==> src/rfd_pkg.sv <==
`timescale 1ns / 1ps
// ----------------------------------------------------------------------------
// rfd_pkg
// Shared types and constants of the response frame deframer.
// ----------------------------------------------------------------------------
package rfd_pkg;

	localparam logic [7:0] BUF_BYTES = 8'd255;

	localparam int WIN = 12;

	// control bytes
	localparam logic [7:0] CH_STX   = 8'h01;
	localparam logic [7:0] CH_ETX   = 8'h03;
	localparam logic [7:0] CH_PST2  = 8'h04;
	localparam logic [7:0] CH_PST1  = 8'h05;
	localparam logic [7:0] CH_NAK   = 8'h15;
	localparam logic [7:0] CH_SYN   = 8'h16;
	localparam logic [7:0] CH_REP_A = 8'h1A;
	localparam logic [7:0] CH_REP_B = 8'h1B;
	localparam logic [7:0] LEN_AUTO = 8'hFF;
	localparam logic [3:0] BCC_HI   = 4'h3;

	// LEN carries 20h bias plus the 11 fixed bytes
	localparam logic [8:0] LEN_OFFSET = 9'd43;
	localparam logic [8:0] MIN_FRAME  = 9'd17;

	localparam logic [15:0] TIMEOUT_RESET = 16'd1000;

	// action codes
	localparam logic ACT_BYTE = 1'b0;
	localparam logic ACT_TICK = 1'b1;

	// result kinds
	localparam logic KIND_PAYLOAD = 1'b0;
	localparam logic KIND_VERDICT = 1'b1;

	// verdict codes
	localparam logic [2:0] E_OK      = 3'd0;
	localparam logic [2:0] E_TIMEOUT = 3'd1;
	localparam logic [2:0] E_NAK     = 3'd2;
	localparam logic [2:0] E_BAD     = 3'd3;
	localparam logic [2:0] E_BCC     = 3'd4;
	localparam logic [2:0] E_OVF     = 3'd5;

	// register indexes
	localparam logic REG_TIMEOUT = 1'b0;

	typedef struct packed {
		logic       action;
		logic [7:0] rx_byte;
	} in_word_t;

	typedef struct packed {
		logic        out_kind;
		logic [7:0]  payload_byte;
		logic [2:0]  error_code;
		logic [7:0]  seq_echo;
		logic [7:0]  cmd_echo;
		logic [7:0]  data_length;
		logic [47:0] status_word;
	} out_word_t;

endpackage

==> src/rfd_regs.sv <==
`timescale 1ns / 1ps
// ----------------------------------------------------------------------------
// rfd_regs
// APB-style register port holding the response timeout.
// ----------------------------------------------------------------------------
module rfd_regs (
	input  logic        clk,
	input  logic        arst_n,
	input  logic        psel,
	input  logic        penable,
	input  logic        pwrite,
	input  logic [2:0]  paddr,
	input  logic [31:0] pwdata,
	output logic [31:0] prdata,
	output logic        pready,
	output logic [15:0] timeout_ticks
);

	logic [15:0] timeout_q;

	assign pready = 1'b1;
	assign timeout_ticks = timeout_q;

	always_ff @(posedge clk or negedge arst_n) begin
		if (!arst_n) begin
			timeout_q <= rfd_pkg::TIMEOUT_RESET;
		end else if (psel && penable && pwrite && pready && paddr[2] == rfd_pkg::REG_TIMEOUT) begin
			timeout_q <= pwdata[15:0];
		end
	end

	always_comb begin
		unique case (paddr[2])
			rfd_pkg::REG_TIMEOUT: prdata = {16'd0, timeout_q};
			default:              prdata = 32'd0;
		endcase
	end

endmodule

==> src/rfd_engine.sv <==
`timescale 1ns / 1ps
// ----------------------------------------------------------------------------
// rfd_engine
// Frame state, delay window, running sum and the per-word decision logic.
// ----------------------------------------------------------------------------
module rfd_engine (
	input  logic               clk,
	input  logic               arst_n,
	input  logic               step,
	input  rfd_pkg::in_word_t  item,
	input  logic [15:0]        timeout_ticks,
	output logic               res_valid,
	output rfd_pkg::out_word_t res
);

	localparam logic PH_HUNT  = 1'b0;
	localparam logic PH_FRAME = 1'b1;

	logic        phase_q, phase_d;
	logic [7:0]  count_q, count_d;
	logic [15:0] sum_q, sum_d;
	logic [10:0] sum8_q, sum8_d;   // sum of window positions 0..7
	logic [7:0]  win_q [rfd_pkg::WIN];
	logic [7:0]  win_d [rfd_pkg::WIN];
	logic [7:0]  len_q, len_d;
	logic [7:0]  seq_q, seq_d;
	logic [7:0]  cmd_q, cmd_d;
	logic [15:0] ticks_q, ticks_d;

	// frame judgment
	logic [8:0]  n9, dl9;
	logic        short_f, len_bad, pst_bad, nib_bad, bcc_bad, stat_bad;
	logic [15:0] got, chk;
	logic [2:0]  fin_code;
	logic [47:0] status;
	logic [7:0]  b;

	assign b = item.rx_byte;

	always_comb begin
		n9 = {1'b0, count_q} + 9'd1;
		short_f = n9 < rfd_pkg::MIN_FRAME;
		if (len_q == rfd_pkg::LEN_AUTO) begin
			dl9 = n9 - rfd_pkg::MIN_FRAME;
			len_bad = 1'b0;
		end else begin
			dl9 = {1'b0, len_q} - rfd_pkg::LEN_OFFSET;
			len_bad = ({1'b0, len_q} < rfd_pkg::LEN_OFFSET) ||
				(n9 != dl9 + rfd_pkg::MIN_FRAME);
		end
		pst_bad = (win_q[0] != rfd_pkg::CH_PST2) || (win_q[7] != rfd_pkg::CH_PST1);
		nib_bad = (win_q[8][7:4] != rfd_pkg::BCC_HI) || (win_q[9][7:4] != rfd_pkg::BCC_HI) ||
			(win_q[10][7:4] != rfd_pkg::BCC_HI) || (win_q[11][7:4] != rfd_pkg::BCC_HI);
		got = {win_q[8][3:0], win_q[9][3:0], win_q[10][3:0], win_q[11][3:0]};
		chk = sum_q + {5'd0, sum8_q};
		bcc_bad = nib_bad || (got != chk);
		stat_bad = !(win_q[1][7] && win_q[2][7] && win_q[3][7] &&
			win_q[4][7] && win_q[5][7] && win_q[6][7]);
		status = {win_q[1], win_q[2], win_q[3], win_q[4], win_q[5], win_q[6]};
		if (short_f || len_bad || pst_bad)
			fin_code = rfd_pkg::E_BAD;
		else if (bcc_bad)
			fin_code = rfd_pkg::E_BCC;
		else if (stat_bad)
			fin_code = rfd_pkg::E_BAD;
		else
			fin_code = rfd_pkg::E_OK;
	end

	always_comb begin
		phase_d = phase_q;
		count_d = count_q;
		sum_d   = sum_q;
		sum8_d  = sum8_q;
		win_d   = win_q;
		len_d   = len_q;
		seq_d   = seq_q;
		cmd_d   = cmd_q;
		ticks_d = ticks_q;
		res_valid = 1'b0;
		res = '0;
		res.out_kind = rfd_pkg::KIND_VERDICT;

		if (item.action == rfd_pkg::ACT_TICK) begin
			if (ticks_q <= 16'd1) begin
				res_valid = 1'b1;
				res.error_code = rfd_pkg::E_TIMEOUT;
				phase_d = PH_HUNT;
				ticks_d = timeout_ticks;
			end else begin
				ticks_d = ticks_q - 16'd1;
			end
		end else begin
			unique case (phase_q)
				PH_HUNT: begin
					case (b)
						rfd_pkg::CH_SYN: ticks_d = timeout_ticks;
						rfd_pkg::CH_NAK: begin
							res_valid = 1'b1;
							res.error_code = rfd_pkg::E_NAK;
							ticks_d = timeout_ticks;
						end
						rfd_pkg::CH_REP_A, rfd_pkg::CH_REP_B: begin
							res_valid = 1'b1;
							res.error_code = rfd_pkg::E_BAD;
							ticks_d = timeout_ticks;
						end
						rfd_pkg::CH_STX: begin
							phase_d = PH_FRAME;
							count_d = 8'd1;
							sum_d   = '0;
							sum8_d  = '0;
							for (int i = 0; i < rfd_pkg::WIN; i++)
								win_d[i] = '0;
						end
						default: ;
					endcase
				end
				PH_FRAME: begin
					if (count_q >= rfd_pkg::BUF_BYTES) begin
						// dropped byte, even if it is ETX
						res_valid = 1'b1;
						res.error_code = rfd_pkg::E_OVF;
						phase_d = PH_HUNT;
						ticks_d = timeout_ticks;
					end else if (b == rfd_pkg::CH_ETX) begin
						res_valid = 1'b1;
						res.error_code = fin_code;
						if (fin_code == rfd_pkg::E_OK) begin
							res.seq_echo    = seq_q;
							res.cmd_echo    = cmd_q;
							res.data_length = dl9[7:0];
							res.status_word = status;
						end
						phase_d = PH_HUNT;
						ticks_d = timeout_ticks;
					end else begin
						count_d = count_q + 8'd1;
						if (count_q < 8'd4) begin
							if (count_q == 8'd1)
								len_d = b;
							else if (count_q == 8'd2)
								seq_d = b;
							else
								cmd_d = b;
							sum_d = sum_q + {8'd0, b};
						end else begin
							for (int i = 0; i < rfd_pkg::WIN - 1; i++)
								win_d[i] = win_q[i + 1];
							win_d[rfd_pkg::WIN - 1] = b;
							sum8_d = sum8_q - {3'd0, win_q[0]} + {3'd0, win_q[8]};
							// byte leaving the window is payload
							if (count_q >= 8'd16) begin
								sum_d = sum_q + {8'd0, win_q[0]};
								res_valid = 1'b1;
								res.out_kind = rfd_pkg::KIND_PAYLOAD;
								res.payload_byte = win_q[0];
							end
						end
					end
				end
				default: ;
			endcase
		end
	end

	always_ff @(posedge clk or negedge arst_n) begin
		if (!arst_n) begin
			phase_q <= PH_HUNT;
			count_q <= '0;
			sum_q   <= '0;
			sum8_q  <= '0;
			for (int i = 0; i < rfd_pkg::WIN; i++)
				win_q[i] <= '0;
			len_q   <= '0;
			seq_q   <= '0;
			cmd_q   <= '0;
			ticks_q <= rfd_pkg::TIMEOUT_RESET;
		end else if (step) begin
			phase_q <= phase_d;
			count_q <= count_d;
			sum_q   <= sum_d;
			sum8_q  <= sum8_d;
			win_q   <= win_d;
			len_q   <= len_d;
			seq_q   <= seq_d;
			cmd_q   <= cmd_d;
			ticks_q <= ticks_d;
		end
	end

endmodule

==> src/response_frame_deframer.sv <==
`timescale 1ns / 1ps
// ----------------------------------------------------------------------------
// response_frame_deframer
// STX/ETX response deframer with ASCII nibble sum check and timeout.
// ----------------------------------------------------------------------------
// Input channel (in_valid/in_stall/in_data): one word per received byte or
// per timer tick. Output channel (out_valid/out_stall/out_data): tentative
// payload bytes and one verdict per frame, NAK, stray reply code, overflow
// or timeout. At most one output word per input word.
// A word is held in the input register, judged there by the engine and its
// result lands in the output register. Throughput is one word per cycle
// while the receiver does not stall; the frame state update (window shift,
// sums, tick count) is done in a single step of the engine.
// When the receiver stalls, the output register holds its word; the input
// register still takes one more word, and then in_stall rises until the
// output frees up.
// Reset puts the block in hunt with the timeout count at 1000 ticks and the
// timeout register at 1000. The timeout register sits at byte address 0; it
// must be written only while no word is in flight (not enforced by the block).
// ----------------------------------------------------------------------------
module response_frame_deframer (
	input  logic               clk,
	input  logic               arst_n,
	input  logic               in_valid,
	output logic               in_stall,
	input  rfd_pkg::in_word_t  in_data,
	output logic               out_valid,
	input  logic               out_stall,
	output rfd_pkg::out_word_t out_data,
	input  logic               psel,
	input  logic               penable,
	input  logic               pwrite,
	input  logic [2:0]         paddr,
	input  logic [31:0]        pwdata,
	output logic [31:0]        prdata,
	output logic               pready
);

	logic               valid_s1;
	rfd_pkg::in_word_t  item_s1;
	logic               adv_s1, step;
	logic               res_valid;
	rfd_pkg::out_word_t res;
	logic               out_valid_q;
	rfd_pkg::out_word_t out_q;
	logic [15:0]        timeout_ticks;

	assign adv_s1   = !out_valid_q || !out_stall;
	assign step     = valid_s1 && adv_s1;
	assign in_stall = valid_s1 && !adv_s1;
	assign out_valid = out_valid_q;
	assign out_data  = out_q;

	rfd_regs u_regs (
		.clk          (clk),
		.arst_n       (arst_n),
		.psel         (psel),
		.penable      (penable),
		.pwrite       (pwrite),
		.paddr        (paddr),
		.pwdata       (pwdata),
		.prdata       (prdata),
		.pready       (pready),
		.timeout_ticks(timeout_ticks)
	);

	rfd_engine u_engine (
		.clk          (clk),
		.arst_n       (arst_n),
		.step         (step),
		.item         (item_s1),
		.timeout_ticks(timeout_ticks),
		.res_valid    (res_valid),
		.res          (res)
	);

	always_ff @(posedge clk or negedge arst_n) begin
		if (!arst_n) begin
			valid_s1 <= 1'b0;
		end else if (in_valid && !in_stall) begin
			valid_s1 <= 1'b1;
		end else if (adv_s1) begin
			valid_s1 <= 1'b0;
		end
	end

	always_ff @(posedge clk) begin
		if (in_valid && !in_stall)
			item_s1 <= in_data;
	end

	always_ff @(posedge clk or negedge arst_n) begin
		if (!arst_n) begin
			out_valid_q <= 1'b0;
		end else if (step) begin
			out_valid_q <= res_valid;
		end else if (!out_stall) begin
			out_valid_q <= 1'b0;
		end
	end

	always_ff @(posedge clk) begin
		if (step)
			out_q <= res;
	end

	// stall only while the input register holds a word that cannot move
	a_stall_full: assert property (@(posedge clk) disable iff (!arst_n)
		in_stall |-> valid_s1 && out_valid_q && out_stall)
		else $error("input stalled without a blocked word");

	// a held input word is still there next cycle
	a_s1_hold: assert property (@(posedge clk) disable iff (!arst_n)
		in_stall |=> valid_s1 && $stable(item_s1))
		else $error("held input word lost");

	// payload words carry no verdict
	a_payload_ok: assert property (@(posedge clk) disable iff (!arst_n)
		out_valid && out_data.out_kind == rfd_pkg::KIND_PAYLOAD |->
		out_data.error_code == rfd_pkg::E_OK)
		else $error("payload word with error code");

	// failed verdicts echo nothing
	a_fail_zero: assert property (@(posedge clk) disable iff (!arst_n)
		out_valid && out_data.error_code != rfd_pkg::E_OK |->
		out_data.status_word == '0 && out_data.data_length == '0 &&
		out_data.seq_echo == '0 && out_data.cmd_echo == '0)
		else $error("failed verdict carries frame fields");

endmodule
==> config.mk <==
export PLATFORM = sky130hd
export DESIGN_NAME = response_frame_deframer
export DESIGN_NICKNAME = d
export VERILOG_FILES = /design/src/rfd_pkg.sv /design/src/rfd_regs.sv /design/src/rfd_engine.sv /design/src/response_frame_deframer.sv
export SDC_FILE = /design/constraint.sdc
export NUM_CORES = 1
export LEC_CHECK = 0
export BUFFER_PORTS_ARGS = -buffer_cell sky130_fd_sc_hd__buf_2
export CORE_ASPECT_RATIO = 0.9
export CORE_MARGIN = 3
export CORE_UTILIZATION = 50
export CTS_CLUSTER_SIZE = 24
export DETAILED_ROUTE_END_ITERATION = 8
export PLACE_DENSITY = 0.7
export REMOVE_ABC_BUFFERS = 1
export SYNTH_ARGS = -nofsm -noshare
export SYNTH_HDL_FRONTEND = slang
export SYNTH_HIERARCHICAL = 1
export SYNTH_SLANG_ARGS = --single-unit
==> constraint.sdc <==
create_clock -name clk -period 14.15 [get_ports clk]
set_input_delay 3.5375 -clock clk [delete_from_list [all_inputs] [get_ports clk]]
set_output_delay 3.5375 -clock clk [all_outputs]
set_load 0.03 [all_outputs]
* Yosys cells after proc, flatten, opt, wreduce, memory -nomap -nowiden
Cells that the tools add are included.
Widths: inputs -> output; s select.
** Word-level totals
- Register bits :: 283
- Bits of input ports :: 51
- Output and inout bits :: 119
- Logic and storage cells :: 182
** Operators by class
- Add/sub/neg operators :: 11
- Order comparisons :: 6
- Eq/ne operators :: 26
- Mux-type cells :: 58
- Bitwise logic cells :: 9
- Reductions and logical operators :: 40
** Operators with widths (count)
- $mux 96 :: 4
- $pmux 96 s2 :: 1
- $mux 16 :: 11
- $mux 75 :: 1
- $mux 72 :: 1
- $pmux 16 s2 :: 2
- $mux 11 :: 4
- $add 16x8->16 :: 2
- $eq 8x5->1 const B :: 4
- $mux 8 :: 4
- $pmux 11 s2 :: 1
- $mux 1 :: 18
- $add 16x11->16 :: 1
- $eq 8x1->1 const B :: 2
- $eq 8x2->1 const B :: 2
- $le 16x1->1 const B :: 1
- $ne 16x16->1 :: 1
- $ne 4x2->1 const B :: 4
- $ne 8x3->1 const B :: 2
- $pmux 8 s2 :: 1
- $reduce_and 8->1 :: 2
- $sub 16x1->16 const B :: 1
- $mux 3 :: 4
- $reduce_and 6->1 :: 2
- other kinds (38) :: 74

* Depth between registers and ports, before layout
- Word-level depth :: 14
- Mapped depth :: 18
- Depth with buffers taken out :: 15

* By module
Netlist, hierarchy kept.
** By module, submodules not included
- rfd_engine :: times used 1, cells each 1267, area each 10802.9 µm², sequential area each 4311.6 µm²
- response_frame_deframer :: times used 1, cells each 101, area each 2886.5 µm², sequential area each 2842.7 µm²
- rfd_regs :: times used 1, cells each 70, area each 907.1 µm², sequential area each 407.9 µm²

* Worst setup path after synthesis
Ideal clock, no wire load.
- Kind :: input port to flip-flop
- Start :: input port out_stall
- End :: register u_engine.seq_q[0]
- Setup time :: 0.125 ns
- Data arrival time :: 13.168 ns
- Required time :: 14.025 ns
- Path slack :: 0.857 ns
- Stages :: 4
- Buffers on the path :: 0
- Cells stage by stage :: a21boi_0 -> nand3_1 -> nor4b_2 -> mux2_2
** Between the ends
- Cells in the longest elaborated chain, start to end :: 4
** RTL lines
- start: declaration :: RTL line response_frame_deframer.sv:28 : input logic out_stall,
- $logic_not 1->1
- $logic_or 1x1->1 :: RTL line response_frame_deframer.sv:48 : assign adv_s1 = !out_valid_q || !out_stall;
- $logic_and 1x1->1 :: RTL line response_frame_deframer.sv:49 : assign step = valid_s1 && adv_s1;
- $reduce_and 8->1 (no line)
- end signal: assignment :: RTL line rfd_engine.sv:186 : seq_q <= seq_d;
- end: declaration :: RTL line rfd_engine.sv:26 : logic [7:0] seq_q, seq_d;
Every way passes these cells.
A chain may end at the register's enable or synchronous reset.

* Worst setup path in the final report
- Start :: input port paddr[2]
- End :: output port prdata[15]
** Between the ends
- Cells in the longest elaborated chain, start to end :: 1
** RTL lines
- start: declaration :: RTL line response_frame_deframer.sv:33 : input logic [2:0] paddr,
- $mux 16 :: RTL line rfd_regs.sv:33 : unique case (paddr[2])
- end: declaration :: RTL line response_frame_deframer.sv:35 : output logic [31:0] prdata,
Every way passes these cells.

==> results.py <==
metrics = {
    "clock_tree": {
        "clk_latency_ns": 0.57,
        "root_buffer": "clkbuf_16",
        "cts_resized": 0,
        "clkSinkCount": 283,
        "post-cts-setup-buffers": 0,
        "cts_buffers": 31,
        "cts_max_path_buffers": 3,
        "postCtsHoldBufs": 0,
        "clk_pin_slew_worst_paths_ns": 0.06,
        "cts_tree": "done",
        "htreeDepth": 1,
    },
    "layout": {
        "design_area_um2": 16510,
        "antenna_cells": 0,
        "final_layout_size_suffix_gt1_share_pct": 17.88,
        "final-seq-area_um2": 7564,
        "fin_nets": 1635,
        "multi_input_area_um2": 6439,
        "syn_to_final_growth_pct": 13.11,
        "fillCellCount": 2404,
    },
    "drt": {
        "via_per_inst": 5.407,
        "ant_nets": 0,
        "first_iter_violations": 950,
        "drc": 0,
        "finalWirelength_mm": 32.14,
        "wire_per_inst_um": 16.48,
        "vias": 10540,
        "dr.pass1.iters": 5,
    },
    "timing": {
        "rsz0062_at_grt": "false",
        "drv_slew": 0,
        "timing.slew.headroom_pct": 21.36,
        "hold_viol": 0,
        "hold_ws_ns": 0.4958,
        "fin_crit_ns": 7.720,
        "tightestPinTransition_ns": 1.177,
        "period_share_pct": 54.56,
        "fmax_mhz": 129.5,
        "report.final.setup_viol": 0,
        "fin_skew_ns": 0.01504,
        "layout_setup_ws_ns": 6.430,
    },
    "run_status": {
        "status": "finished, final reports clean",
    },
    "pwr": {
        "vdd_drop_max_mv": 0.09936,
        "power.switching_mw": 1.183,
        "intPower_mw": 2.004,
        "p_per_area_nw_per_um2": 193.0,
        "p_leak_nw": 7.156,
        "p_clk_share_pct": 26.1,
        "power.share.combinational_pct": 36.4,
        "total_power_mw": 3.187,
        "p_seq_share_pct": 37.4,
        "swShare_pct": 37.13,
    },
    "critical_path": {
        "max_stage_delay_ns": 0.25,
        "critPathLaunchType": "input port",
        "crit_chain": "buf_2 > and2b_1 > buf_2",
        "cpMostUsedCell": "buf_2",
        "critical_path_class": "input port to output pin",
        "critPathMaxFanout": 17,
        "arrival_ns": 4.18,
        "required_ns": 10.61,
        "critPathSlowestCell": "buf_2",
        "endpoint_kind": "output pin",
    },
    "synthesis": {
        "syn_area_um2": 14600,
        "synth-seq-cells": 283,
        "yosysWarnings": 6,
        "ys_async_sr_fraction_pct": 67.14,
        "synthCells": 1438,
        "synth-edff-count": 93,
        "syn_area_per_cell_um2": 10.15,
        "ys.flop_type": "dfrtp_1",
        "ys_types": 77,
        "yosysSeqAreaShare_pct": 51.81,
    },
    "place": {
        "placed_cell_area_um2": 15450,
        "routabilityCongestion": 0.8963,
        "post-place-ws_ns": 6.426,
        "io_buffers": 134,
        "dp.final_hpwl_mm": 21.77,
    },
    "global_route": {
        "grt_pass1_vias": 10120,
        "grt_overflow": 0,
        "grt_first_pass_wirelength_mm": 52.61,
        "grt_max_degree": 111,
        "antenna_found_initial": 0,
        "track_usage_pct": 20.64,
    },
    "die": {
        "die_x_um": 186.1,
        "dieArea_um2": 31280,
        "pin_count": 170,
        "rows": 58,
        "die_height_um": 168.1,
        "start_util_pct": 51.44,
        "fp.coreArea_um2": 28370,
    },
    "min_path": {
        "hp-class": "flop to flop",
    },
    "run": {
        "maxCapViolCount": 0,
    },
}
==> layout make-up <==
cell class	instances	share of cell area, %
well taps	390	2.955
clock inverters	16	1.387
clock buffers	41	5.055
flip-flops and latches	283	45.81
repair buffers	142	4.479
multi-input cells	1020	39.00
inverters	58	1.319
==> stage by stage <==
step	util (%)	TNS, ns	instances
after CTS	58.19	0	1950
after global placement	54.44	0	1893
after detailed placement	54.44	0	1893
after global routing	58.19	0	1950
final	58.19	0	1950
after floorplan	-	-34.71	1361
==> Yosys cell counts, types with 4 or more instances <==
cell type,instances,area (um^2)
a31oi_1,4,25.02
xnor2_1,45,394.1
inv_1,56,210.2
buf_2,5,25.02
o22ai_1,5,31.28
nor2b_1,25,156.4
o21a_1,4,30.03
a21oi_1,47,235.2
mux2_2,40,450.4
dfstp_2,12,315.3
mux2i_1,5,50.05
nand4_1,10,62.56
edfxtp_1,93,2793
nor4b_1,7,61.31
a211oi_1,7,52.55
ha_1,38,475.5
buf_4,19,142.6
and3_1,7,43.79
nor2_1,65,244.0
nor3_1,18,90.09
o31ai_1,19,142.6
o21ai_0,152,760.7
buf_1,7,26.28
o211ai_1,4,30.03
mux2_4,10,150.1
nor4_1,8,50.05
or3_1,10,62.56
and2b_1,6,45.04
xor2_1,20,175.2
a21o_1,11,82.58
fa_1,10,200.2
and2_1,72,450.4
dfrtp_1,178,4454
nand2b_1,10,62.56
nand2_1,238,893.4
o21bai_1,8,60.06
nor3b_1,4,30.03
buf_6,5,56.30
or2_2,8,50.05
nand3_1,34,170.2
clkbuf_1,56,210.2
==> cell usage in the layout (no fill, tap or decap), types with 9 or more instances in the layout <==
cell type	count
a21o_1	11
edfxtp_1	93
nor2b_1	25
xor2_1	20
o21ai_0	151
nand3_1	34
dfstp_2	12
conb_1	17
dfrtp_1	177
mux2_4	10
nor3_1	18
xnor2_1	45
nand4_1	10
nor2_1	65
ha_1	38
mux2_2	40
clkbuf_1	9
or3_1	10
and2_1	72
clkbuf_16	32
inv_1	56
a21oi_1	47
buf_2	133
o31ai_1	19
fa_1	10
nand2b_1	10
nand2_1	238
==> cell families (layout without fill, tap and decap cells) <==
group / after synthesis / count (layout) / share of synthesized area [%]
adder cells (fa/ha/maj): 48 / 48 / 4.629
multiplexers: 55 / 55 / 4.457
buffers and inverters: 150 / 257 / 4.646
AND/OR/NAND/NOR: 538 / 538 / 18.23
flip-flops: 283 / 283 / 51.81
AO/OA/AOI/OAI: 296 / 296 / 12.16
XOR/XNOR: 66 / 66 / 4.012
other: 2 / 17 / 0.05145
==> routing by layer <==
layer | wire [um] | GRT usage (%) | up-vias
met5 | 0 | 0 | -
met4 | 738 | 5.536 | 0
met3 | 2044 | 3.478 | 55
met2 | 14180 | 31.34 | 304
met1 | 15190 | 30.87 | 5048
li1 | - | - | 5136
==> worst max-delay path, delay by kind of cell <==
family	cells	cell delay [ns]
buffers and inverters	2	0.42
and+or+nand+nor	1	0.22
==> sequential cells by signal, summed over array words and instances (netlist names) <==
signal                cells
item_s1                   9
out_data                 84
out_valid                 1
u_engine/cmd_q            8
u_engine/count_q          8
u_engine/got             16
u_engine/len_q            8
u_engine/phase_q          1
u_engine/seq_q            8
u_engine/status          48
u_engine/sum8_q          11
u_engine/sum_q           16
u_engine/ticks_q         16
u_engine/win_q           32
u_regs/timeout_ticks     16
valid_s1                  1
==> power groups by stage <==
stage               Sequential [mW]  Combinational, mW  Clock (mW)
floorplan                      1.21              0.837           0
global placement               1.20               1.11           0
detailed placement             1.21               1.14           0
CTS                            1.19               1.15       0.852
global route                   1.22               1.30       0.885
finish                         1.19               1.16       0.833
==> final timing paths <==
check	to	cells after the start	slack [ns]	start
setup reg to reg	u_engine/sum8_q[6]$_DFFE_PN0P_	7	8.87	u_engine/phase_q$_DFFE_PN0P_
hold / removal	u_engine/status[37]$_DFFE_PN0P_	2	0.50	u_engine/status[37]$_DFFE_PN0P_
max in group asynchronous	u_engine/phase_q$_DFFE_PN0P_	2	9.41	arst_n
hold reg to reg	u_engine/status[37]$_DFFE_PN0P_	2	0.50	u_engine/status[37]$_DFFE_PN0P_
min in group asynchronous	u_engine/count_q[3]$_DFFE_PN0P_	1	3.07	arst_n
setup / recovery	prdata[15]	3	6.43	paddr[2]
(Power assumes the default switching activity.)
